$ cat src/hw/rtl/spp_pkg.sv
// ----------------------------------------------------------------------------
// spp_pkg
// Shared constants and controller/datapath types for the sequence pair packer.
// ----------------------------------------------------------------------------
`default_nettype none

package spp_pkg;

    // defaults for the top-level parameters
    localparam int MAX_MACROS_DEF = 32;
    localparam int DIM_BITS_DEF   = 24;

    // fixed field widths on the word interfaces
    localparam int SLOT_W  = 5;
    localparam int DIM_W   = 24;
    localparam int COORD_W = 32;

    // configuration register file
    localparam int          CFG_W            = 6;
    localparam int          PADDR_W          = 3;
    localparam int          PDATA_W          = 32;
    localparam logic        REG_NUM_MACROS   = 1'b0;
    localparam logic [5:0]  NUM_MACROS_RESET = 6'd32;

    // commands from the controller to the datapath
    typedef struct packed {
        logic load;        // store the accepted input word
        logic pack_start;  // clear rank and placement valid bits, rewind i
        logic rank_step;   // build one negative-sequence rank
        logic pass_start;  // clear running lengths, rewind i, select pass
        logic pass_y;      // pass selected by pass_start: 1 for y
        logic pick;        // read next macro of the positive order
        logic fetch;       // read rank and size of the picked macro
        logic base;        // place the macro at its running length
        logic raise;       // raise one running length
        logic total;       // latch the bounding size of the pass
        logic emit_start;  // rewind the result counter
        logic emit_step;   // load one result word into the output register
    } spp_cmd_t;

    // status from the datapath to the controller
    typedef struct packed {
        logic i_end;       // walk counter reached the macro count
        logic b_skip;      // picked entry lies beyond the macro count
        logic raise_go;    // current running length must be raised
        logic k_end;       // all result words issued
        logic out_free;    // output register can take a word
    } spp_sts_t;

endpackage

`default_nettype wire

$ cat src/hw/rtl/spp_ctrl.sv
// ----------------------------------------------------------------------------
// spp_ctrl
// Sequencer for load, rank build, the x and y packing passes and result issue.
// ----------------------------------------------------------------------------
`default_nettype none

module spp_ctrl
    import spp_pkg::*;
(
    input  wire logic      clk,
    input  wire logic      rst_n,
    input  wire logic      in_valid,
    input  wire logic      in_last,
    output logic           in_ready,
    input  wire spp_sts_t  sts,
    output spp_cmd_t       cmd
);

    typedef enum logic [3:0] {
        ST_IDLE,
        ST_RANK,
        ST_PICK,
        ST_FETCH,
        ST_BASE,
        ST_RAISE,
        ST_TOTAL,
        ST_EMIT
    } state_t;

    state_t state_reg, state_next;
    logic   ypass_reg, ypass_next;

    // command decode and next state
    always_comb
    begin
        cmd        = '0;
        state_next = state_reg;
        ypass_next = ypass_reg;
        case (state_reg)
            ST_IDLE:
            begin
                if (in_valid)
                begin
                    cmd.load = 1'b1;
                    if (in_last)
                    begin
                        cmd.pack_start = 1'b1;
                        state_next     = ST_RANK;
                    end
                end
            end
            ST_RANK:
            begin
                if (sts.i_end)
                begin
                    cmd.pass_start = 1'b1;
                    cmd.pass_y     = 1'b0;
                    ypass_next     = 1'b0;
                    state_next     = ST_PICK;
                end
                else
                begin
                    cmd.rank_step = 1'b1;
                end
            end
            ST_PICK:
            begin
                if (sts.i_end)
                begin
                    state_next = ST_TOTAL;
                end
                else
                begin
                    cmd.pick = 1'b1;
                    if (!sts.b_skip)
                        state_next = ST_FETCH;
                end
            end
            ST_FETCH:
            begin
                cmd.fetch  = 1'b1;
                state_next = ST_BASE;
            end
            ST_BASE:
            begin
                cmd.base   = 1'b1;
                state_next = ST_RAISE;
            end
            ST_RAISE:
            begin
                cmd.raise = 1'b1;
                if (!sts.raise_go)
                    state_next = ST_PICK;
            end
            ST_TOTAL:
            begin
                cmd.total = 1'b1;
                if (ypass_reg)
                begin
                    cmd.emit_start = 1'b1;
                    state_next     = ST_EMIT;
                end
                else
                begin
                    cmd.pass_start = 1'b1;
                    cmd.pass_y     = 1'b1;
                    ypass_next     = 1'b1;
                    state_next     = ST_PICK;
                end
            end
            ST_EMIT:
            begin
                if (sts.k_end)
                    state_next = ST_IDLE;
                else if (sts.out_free)
                    cmd.emit_step = 1'b1;
            end
            default:
            begin
                state_next = ST_IDLE;
            end
        endcase
    end

    assign in_ready = (state_reg == ST_IDLE);

    // state register
    always_ff @(posedge clk or negedge rst_n)
    begin
        if (!rst_n)
        begin
            state_reg <= ST_IDLE;
            ypass_reg <= 1'b0;
        end
        else
        begin
            state_reg <= state_next;
            ypass_reg <= ypass_next;
        end
    end

endmodule

`default_nettype wire

$ cat config.mk
export PLATFORM = sky130hd
export DESIGN_NAME = spp_ctrl
export DESIGN_NICKNAME = d
export VERILOG_FILES = /design/src/hw/rtl/spp_pkg.sv /design/src/hw/rtl/spp_ctrl.sv
export SDC_FILE = /design/constraint.sdc
export NUM_CORES = 1
export LEC_CHECK = 0
export ABC_CLOCK_PERIOD_IN_PS = 2100
export CAP_MARGIN = 20
export CORE_AREA = 2 2 39 41
export DETAILED_ROUTE_END_ITERATION = 6
export DIE_AREA = 0 0 41 43
export DONT_BUFFER_PORTS = 1
export PLACE_DENSITY = 0.53
export RECOVER_POWER = 50
export SYNTH_ARGS = -nofsm -noshare
export SYNTH_HDL_FRONTEND = slang
export SYNTH_SLANG_ARGS = --single-unit
$ cat constraint.sdc
create_clock -name clk -period 2.1 [get_ports clk]
set_input_delay 0.21 -clock clk [delete_from_list [all_inputs] [get_ports clk]]
set_output_delay 0.21 -clock clk [all_outputs]
set_load 0.02 [all_outputs]
==> results of run 1 <==
[worst min path at each step]
| stage | to | depth (start not counted) |
|---|---|---|
| finish | state_reg[2] | 2 |
| global placement | state_reg[2] | 0 |
| detailed placement | ypass_reg | 0 |
| CTS | state_reg[2] | 2 |
| global route | state_reg[2] | 2 |
| floorplan | state_reg[0] | 0 |
[cells by family after synthesis]
group	synth area share, %
AOI/OAI and AO/OA	16.2
muxes	10.1
DFF	24.5
and+or+nand+nor	41.3
buffers and inverters	7.95
[through the flow]
stage / instance area [sq um] / setup WS [ns]
detailed placement: 442 / 0.553
global route: 450 / 0.195
floorplan: 409 / 0.493
CTS: 474 / 0.283
global placement: 442 / 0.564
finish: 450 / 0.312
[area by class of cell]
| class | count | area (sq um) | area share [%] |
|---|---|---|---|
| flip-flops and latches | 4 | 100 | 22.2 |
| inverters | 2 | 7.51 | 1.67 |
| well taps | 16 | 20.0 | 4.44 |
| clock buffers | 3 | 22.5 | 5.00 |
| repair buffers | 6 | 43.8 | 9.72 |
| multi-input cells | 40 | 256 | 56.9 |
[timing repair]
item                      4_1_cts  5_1_grt
setup buffers                   0        0
hold buffers                    1        0
hold endpoints to repair        4        0
[layer usage]
metal / wire length [um] / vias to the layer above / global-route usage (%)
met1: 344 / 171 / 13.3
met4: 21 / 0 / 10.0
met5: 0 / - / 0
li1: - / 180 / -
met3: 61 / 2 / 5.24
met2: 382 / 14 / 14.4
[synthesized netlist by cell type, drive strengths merged]
master | n | area (sq um)
and2 | 1 | 6.26
a21oi | 2 | 10.0
nand3 | 1 | 10.0
and2b | 1 | 10.0
mux2 | 3 | 41.3
and3 | 1 | 6.26
inv | 2 | 7.51
nor4b | 2 | 32.5
o21bai | 1 | 18.8
o32ai | 1 | 8.76
nor3 | 1 | 10.0
nor2 | 10 | 37.5
o21ai | 1 | 5.00
o22a | 1 | 8.76
o211ai | 2 | 15.0
nor2b | 2 | 15.0
buf | 4 | 25.0
dfrtp | 4 | 100
nor3b | 1 | 7.51
nand2 | 9 | 33.8
[where the power goes]
| part | switching (mW) | leakage, nW | internal, mW |
|---|---|---|---|
| logic | 0.215 | 0.148 | 0.197 |
| clock network | 0.0346 | 0.0138 | 0.0641 |
| registers | 0.128 | 0.0500 | 0.115 |
==> metrics, run 1 <==
Nets between 60 and 70; RSZ-0062 raised after global routing no; Slew HR 68.2%; worst skew pair latency 0.24 ns; post-cts sizing count 0; worst-margin pin slew between 0.4 and 0.5 ns; post-layout instance count excluding filler cells just over 70; ant diodes 0; drt drc 0; Synth Cell Area 409 sq um; die height 43 um; VDD IR max 0.000437 V; Worst EP required 1.89 ns; most common cell after layout, fill and taps aside nor2_1; Congestion Overflow GR 0; clk sinks 4; die width between 40 and 50 um; crit path max fanout 17; TritonCTS clock tree yes; vias in the first global route between 300 and 400; Layout fillers 163; LEAKAGE 0.211 nW; slowest CP cell dfrtp_1; Starting DRT DRC Count 5; Placeable Area 0.00138 sq mm; H-tree depth 1; layout cell share with drive strength beyond 1 21.8%; sequential fraction of the synthesis area roughly a quarter; Largest register FFs 3; Slew Limit Fails 0; CTS buffer count 3; syn avg cell area 8.18 sq um; stages on the worst setup path 3; Top delay family on crit path simple AND/OR/NAND/NOR gates; Tot Pwr 755 uW; Data arrival, critical path approximately 1.6 ns; Hold Vio Cnt, Final 0; die area between 0.0015 and 0.002 sq mm; Max Root-Sink Buffers 2; Ys Warns 0; commonest non-fill, non-tap cells in the layout 10 x nor2_1, 9 x nand2_1, 4 x buf_4, 4 x dfrtp_1, 3 x clkbuf_4; area grow syn2layout 10.1%; CP Cell Sequence nor2b_2, nand2_1, nor2_1; vias per cell 5.17; global-route wire length before repair around 1300 um; final hold slack 0.192 ns; clock skew roughly 0.0046 ns; worst path bufs/invs 0; Startpoint Class register; worst r2r dst state_reg[1]; Reg2Reg Depth 4; Synth Net Count 59; setup_tns 0 ns; initial antenna violation count 0; Routed WL per cell 11.4 um; max incr delay on CP ~0.63 ns; Pwr per Cell Area 1680 mW/mm^2; r2r setup slk 0.43 ns; routability congestion estimate 0.703; register bit total from synthesis 4; final WL 810 um; fin util 32.5%; synthesized netlist cell count 50; Tot GR Track Use 11.3%; maxcap violations 0; # rows 14; clk slew on worst S/H paths about 0.040 ns; input/output buffers 0; first drt pass iteration count 2; placed cells between 60 and 70; CTS root buf clkbuf_4; num ports 22; final-report setup violation count 0; post-route clock period utilization 85.2%; hold wc startpoint sts[4]; Synth cell types 24; HP Class in -> reg; Critical path origin state_reg[1]; worst flop-to-flop path startpoint state_reg[1]; initial core utilization 29.6%; HPWL Detailed 600 um; Critical Path Sink cmd[1]; fin crit period approximately 1.8 ns; Post-DRT Antenna Nets 0; Vias 367; run status finished, final reports clean; Worst Setup End Kind primary output; Fmax achieved 559 MHz; largest net degree at the start of global routing 18; worst setup path category reg -> out
Note: power is estimated with default switching activity, not from simulation.
==> run 2, diff against run 1 <==
PLACE_DENSITY = 0.4   (was 0.53)
==> metrics, run 2 (synthesis results as in run 1) <==
HP Class in -> reg; placed cells 67; max incr delay on CP 0.62 ns; stages on the worst setup path 4; final-report setup violation count 0; Starting DRT DRC Count 4; commonest non-fill, non-tap cells in the layout 10 x nor2_1, 9 x nand2_1, 4 x buf_4, 4 x dfrtp_1, 3 x clkbuf_4; Tot Pwr roughly 750 uW; VDD IR max 0.000555 V; worst-margin pin slew 0.471 ns; worst path bufs/invs 1; num ports 22; area grow syn2layout 10.1%; first drt pass iteration count 2; clk slew on worst S/H paths 0.04 ns; Layout fillers ~160; worst flop-to-flop path startpoint state_reg[1]; crit path max fanout 17; RSZ-0062 raised after global routing no; routability congestion estimate 0.724; Fmax achieved 569 MHz; setup_tns 0 ns; HPWL Detailed 667 um; # rows 14; Worst EP required about 1.9 ns; die area about 0.0018 sq mm; Hold Crit Depth 2; Largest register FFs 3; Reg2Reg Depth 4; Vias 360; H-tree depth 1; clk sinks 4; most common cell after layout, fill and taps aside nor2_1; Worst Setup End Kind primary output; initial antenna violation count 0; die width 41 um; Critical Path Sink cmd[8]; fin crit period 1.76 ns; Tot GR Track Use between 10% and 20%; r2r setup slk 0.45 ns; initial core utilization 29.6%; layout cell share with drive strength beyond 1 21.8%; Critical path origin state_reg[1]; CTS buffer count 3; Post-DRT Antenna Nets 0; vias per cell 5.07; input/output buffers 0; Max Root-Sink Buffers 2; largest net degree at the start of global routing 18; post-layout instance count excluding filler cells slightly above 70; Data arrival, critical path 1.55 ns; Post-CTS Setup Inserts 0; Slew HR about two thirds; CTS root buf clkbuf_4; slowest CP cell dfrtp_1; run status finished, final reports clean; FF/Latch Area 100 sq um; Placeable Area 0.00138 sq mm; LEAKAGE 0.211 nW; Pwr per Cell Area 1660 mW/mm^2; Slew Limit Fails 0; Nets 66; Congestion Overflow GR 0; final WL 848 um; drt drc 0; Hold Vio Cnt, Final 0; clock skew 0.00166 ns; TritonCTS clock tree yes; fin util 32.5%; Routed WL per cell ~12 um; global-route wire length before repair 1300 um; die height ~43 um; Top delay family on crit path flip-flops; worst r2r dst state_reg[1]; worst setup path category reg -> out; post-route clock period utilization 83.7%; ant diodes 0; maxcap violations 0; vias in the first global route 305; area of the multi-input gates between 200 and 300 sq um; worst skew pair latency 0.23 ns; CP Cell Sequence nor2b_2, nand2_1, o32ai_1, buf_4; Startpoint Class register
[run 2: cell counts in the layout (fill, tap and decap cells not counted)]
Identical to the previous run, type by type.
[run 2: worst min-delay path by stage]
stage | start | to | slack, ns
final | sts[4] | state_reg[2] | 0.22
after global routing | sts[4] | state_reg[2] | 0.23
after CTS | sts[4] | state_reg[2] | 0.21
after detailed placement | rst_n | state_reg[1] | -0.09
after global placement | rst_n | state_reg[1] | -0.09
after floorplan | rst_n | state_reg[0] | -0.09
[run 2: cell type report]
type	count	share of cell area, %
multi-input combinational	40	56.9
sequential	4	22.2
timing repair buffer	6	9.72
clock buffer	3	5.00
tap	16	4.44
inverter	2	1.67
[run 2: routing by layer]
metal | wire (um) | vias to the layer above | global-route usage (%)
met4 | 0 | 0 | 6.00
li1 | - | 181 | -
met1 | 355 | 170 | 13.7
met5 | 0 | - | 0
met2 | 426 | 9 | 14.7
met3 | 66 | 0 | 5.76
[run 2: per-stage QoR]
stage	hold slack, ns	worst slack (ns)	instance area (sq um)
3_3_place_gp	-0.0855	0.568	442
4_1_cts	0.207	0.305	474
5_1_grt	0.230	0.204	450
2_1_floorplan	-0.0856	0.493	409
3_5_place_dp	-0.0855	0.549	442
6_report	0.216	0.342	450
[run 2: report_power, final]
| part | leakage [nW] | total, mW | switching [mW] | internal (mW) |
|---|---|---|---|---|
| clock network | 0.0138 | 0.0916 | 0.0279 | 0.0637 |
| registers | 0.0500 | 0.240 | 0.124 | 0.115 |
| logic | 0.148 | 0.417 | 0.220 | 0.197 |
| total | 0.211 | 0.749 | 0.372 | 0.376 |
[run 2: timing repair]
action / in CTS / in global routing
gates resized for setup: 0 / 0
endpoints found under the hold margin: 4 / 0
hold buffers: 1 / 0
==> run 3, diff against run 2 <==
ABC_CLOCK_PERIOD_IN_PS = 1600   (was 2100)
PLACE_DENSITY = 0.42   (was 0.4)
clock period = 1.6 ns   (was 2.1 ns; I/O delays follow)
==> metrics, run 3 (synthesis results as in run 1) <==
run status finished, final reports clean; initial antenna violation count 0; Nets 73; Data arrival, critical path 1.39 ns; worst-margin pin slew 0.392 ns; post-layout instance count excluding filler cells 78; Routed WL per cell 13.2 um; Slew Limit Fails 0; commonest non-fill, non-tap cells in the layout 12 x buf_4, 10 x nor2_1, 8 x nand2_1, 3 x clkbuf_4, 3 x dfrtp_2; CTS buffer count 3; HPWL Detailed 800 um; ant diodes 0; Placeable Area 0.00138 sq mm; Slew HR approximately three quarters; Fmax achieved 644 MHz; routability congestion estimate ~0.75; area of the multi-input gates 259 sq um; crit path max fanout 8; Hold Vio Cnt, Final 0; drt drc 0; FF/Latch Area between 100 and 150 sq um; Tot GR Track Use roughly 14%; Congestion Overflow GR 0; vias in the first global route 372; VDD IR max 0.000583 V; met1 WL 427 um; area grow syn2layout 25.4%; first drt pass iteration count 4; Starting DRT DRC Count 8; post-route clock period utilization between 90 and 100%; Max Root-Sink Buffers 2; largest net degree at the start of global routing 12; Worst Setup End Kind primary output; initial core utilization 29.6%; clock skew 0.00384 ns; Pwr per Cell Area 2210 mW/mm^2; fin crit period 1.55 ns; Vias 404; most common cell after layout, fill and taps aside buf_4; RSZ-0062 raised after global routing no; die area 0.00176 sq mm; final WL 1030 um; H-tree depth 1; Startpoint Class register; vias per cell 5.18; die height 43 um; design area between 500 and 600 sq um; CTS root buf clkbuf_4; global-route wire length before repair 1660 um; Worst EP required 1.44 ns; Post-DRT Antenna Nets 0; clk slew on worst S/H paths roughly 0.040 ns; final-report setup violation count 0; Highest Signal Layer met4; maxcap violations 0; LEAKAGE 0.248 nW; layout cell share with drive strength beyond 1 between 30% and 40%; num ports 22; die width 41 um; setup_tns 0 ns; TritonCTS clock tree yes; Largest register FFs 3; placed cells 72; Layout fillers 159; input/output buffers 0; metal3 WL 81 um; DR WL met2 between 500 and 600 um; # rows 14; clk sinks 4; HP Class in -> reg; DP Area 479 sq um; worst setup path category reg -> out; fin util 37.1%; worst skew pair latency ~0.24 ns
run 3: cell type report:
class	count	area share [%]
multi-input combinational	40	50.5
sequential	4	20.2
timing repair buffer	13	19.5
clock buffer	3	4.39
tap	16	3.90
inverter	2	1.46
run 3: layer usage:
| metal | vias up | global-route usage (%) |
|---|---|---|
| met3 | 2 | 7.85 |
| met2 | 17 | 20.9 |
| li1 | 195 | - |
| met5 | - | 0 |
| met4 | 0 | 6.00 |
| met1 | 190 | 16.9 |
run 3: power breakdown:
group | internal [mW] | switching [mW] | total, mW
sequential | 0.161 | 0.0846 | 0.246
combinational | 0.355 | 0.407 | 0.762
clock | 0.0841 | 0.0442 | 0.128
run 3: timing repair:
item                       in CTS  in global routing
hold endpoints to repair        4                  0
pin swaps                       0                  0
hold buffers                    1                  0
setup buffers                   2                  0
resized for setup               2                  2
cloned                          0                  0
setup endpoints to repair       2                  1
run 3: final timing paths:
kind                         startpoint            to  slack [ns]  cells past startpoint
max reg2reg                state_reg[0]  state_reg[0]        0.12                      5
min in group asynchronous         rst_n  state_reg[1]        0.21                      1
min                              sts[4]  state_reg[2]        0.16                      2
max in group asynchronous         rst_n  state_reg[0]        1.19                      1
min reg2reg                   ypass_reg     ypass_reg        0.56                      1
max                        state_reg[2]        cmd[8]        0.05                      3
run 3: worst max-delay path, stage by stage, from the launching register on:
cell,delay [ns]
dfrtp_2,0.46
buf_4,0.19
o32ai_1,0.31
buf_4,0.20
run 3: through the flow:
| step | setup WS [ns] | power (mW) | hold slack (ns) |
|---|---|---|---|
| 2_1_floorplan | 0.0435 | 0.822 | -0.136 |
| 3_3_place_gp | 0.204 | 0.985 | -0.135 |
| 3_5_place_dp | 0.176 | 1.00 | -0.135 |
| 4_1_cts | 0.0317 | 1.19 | 0.152 |
| 5_1_grt | 0.00198 | 1.24 | 0.158 |
| 6_report | 0.0482 | 1.14 | 0.160 |
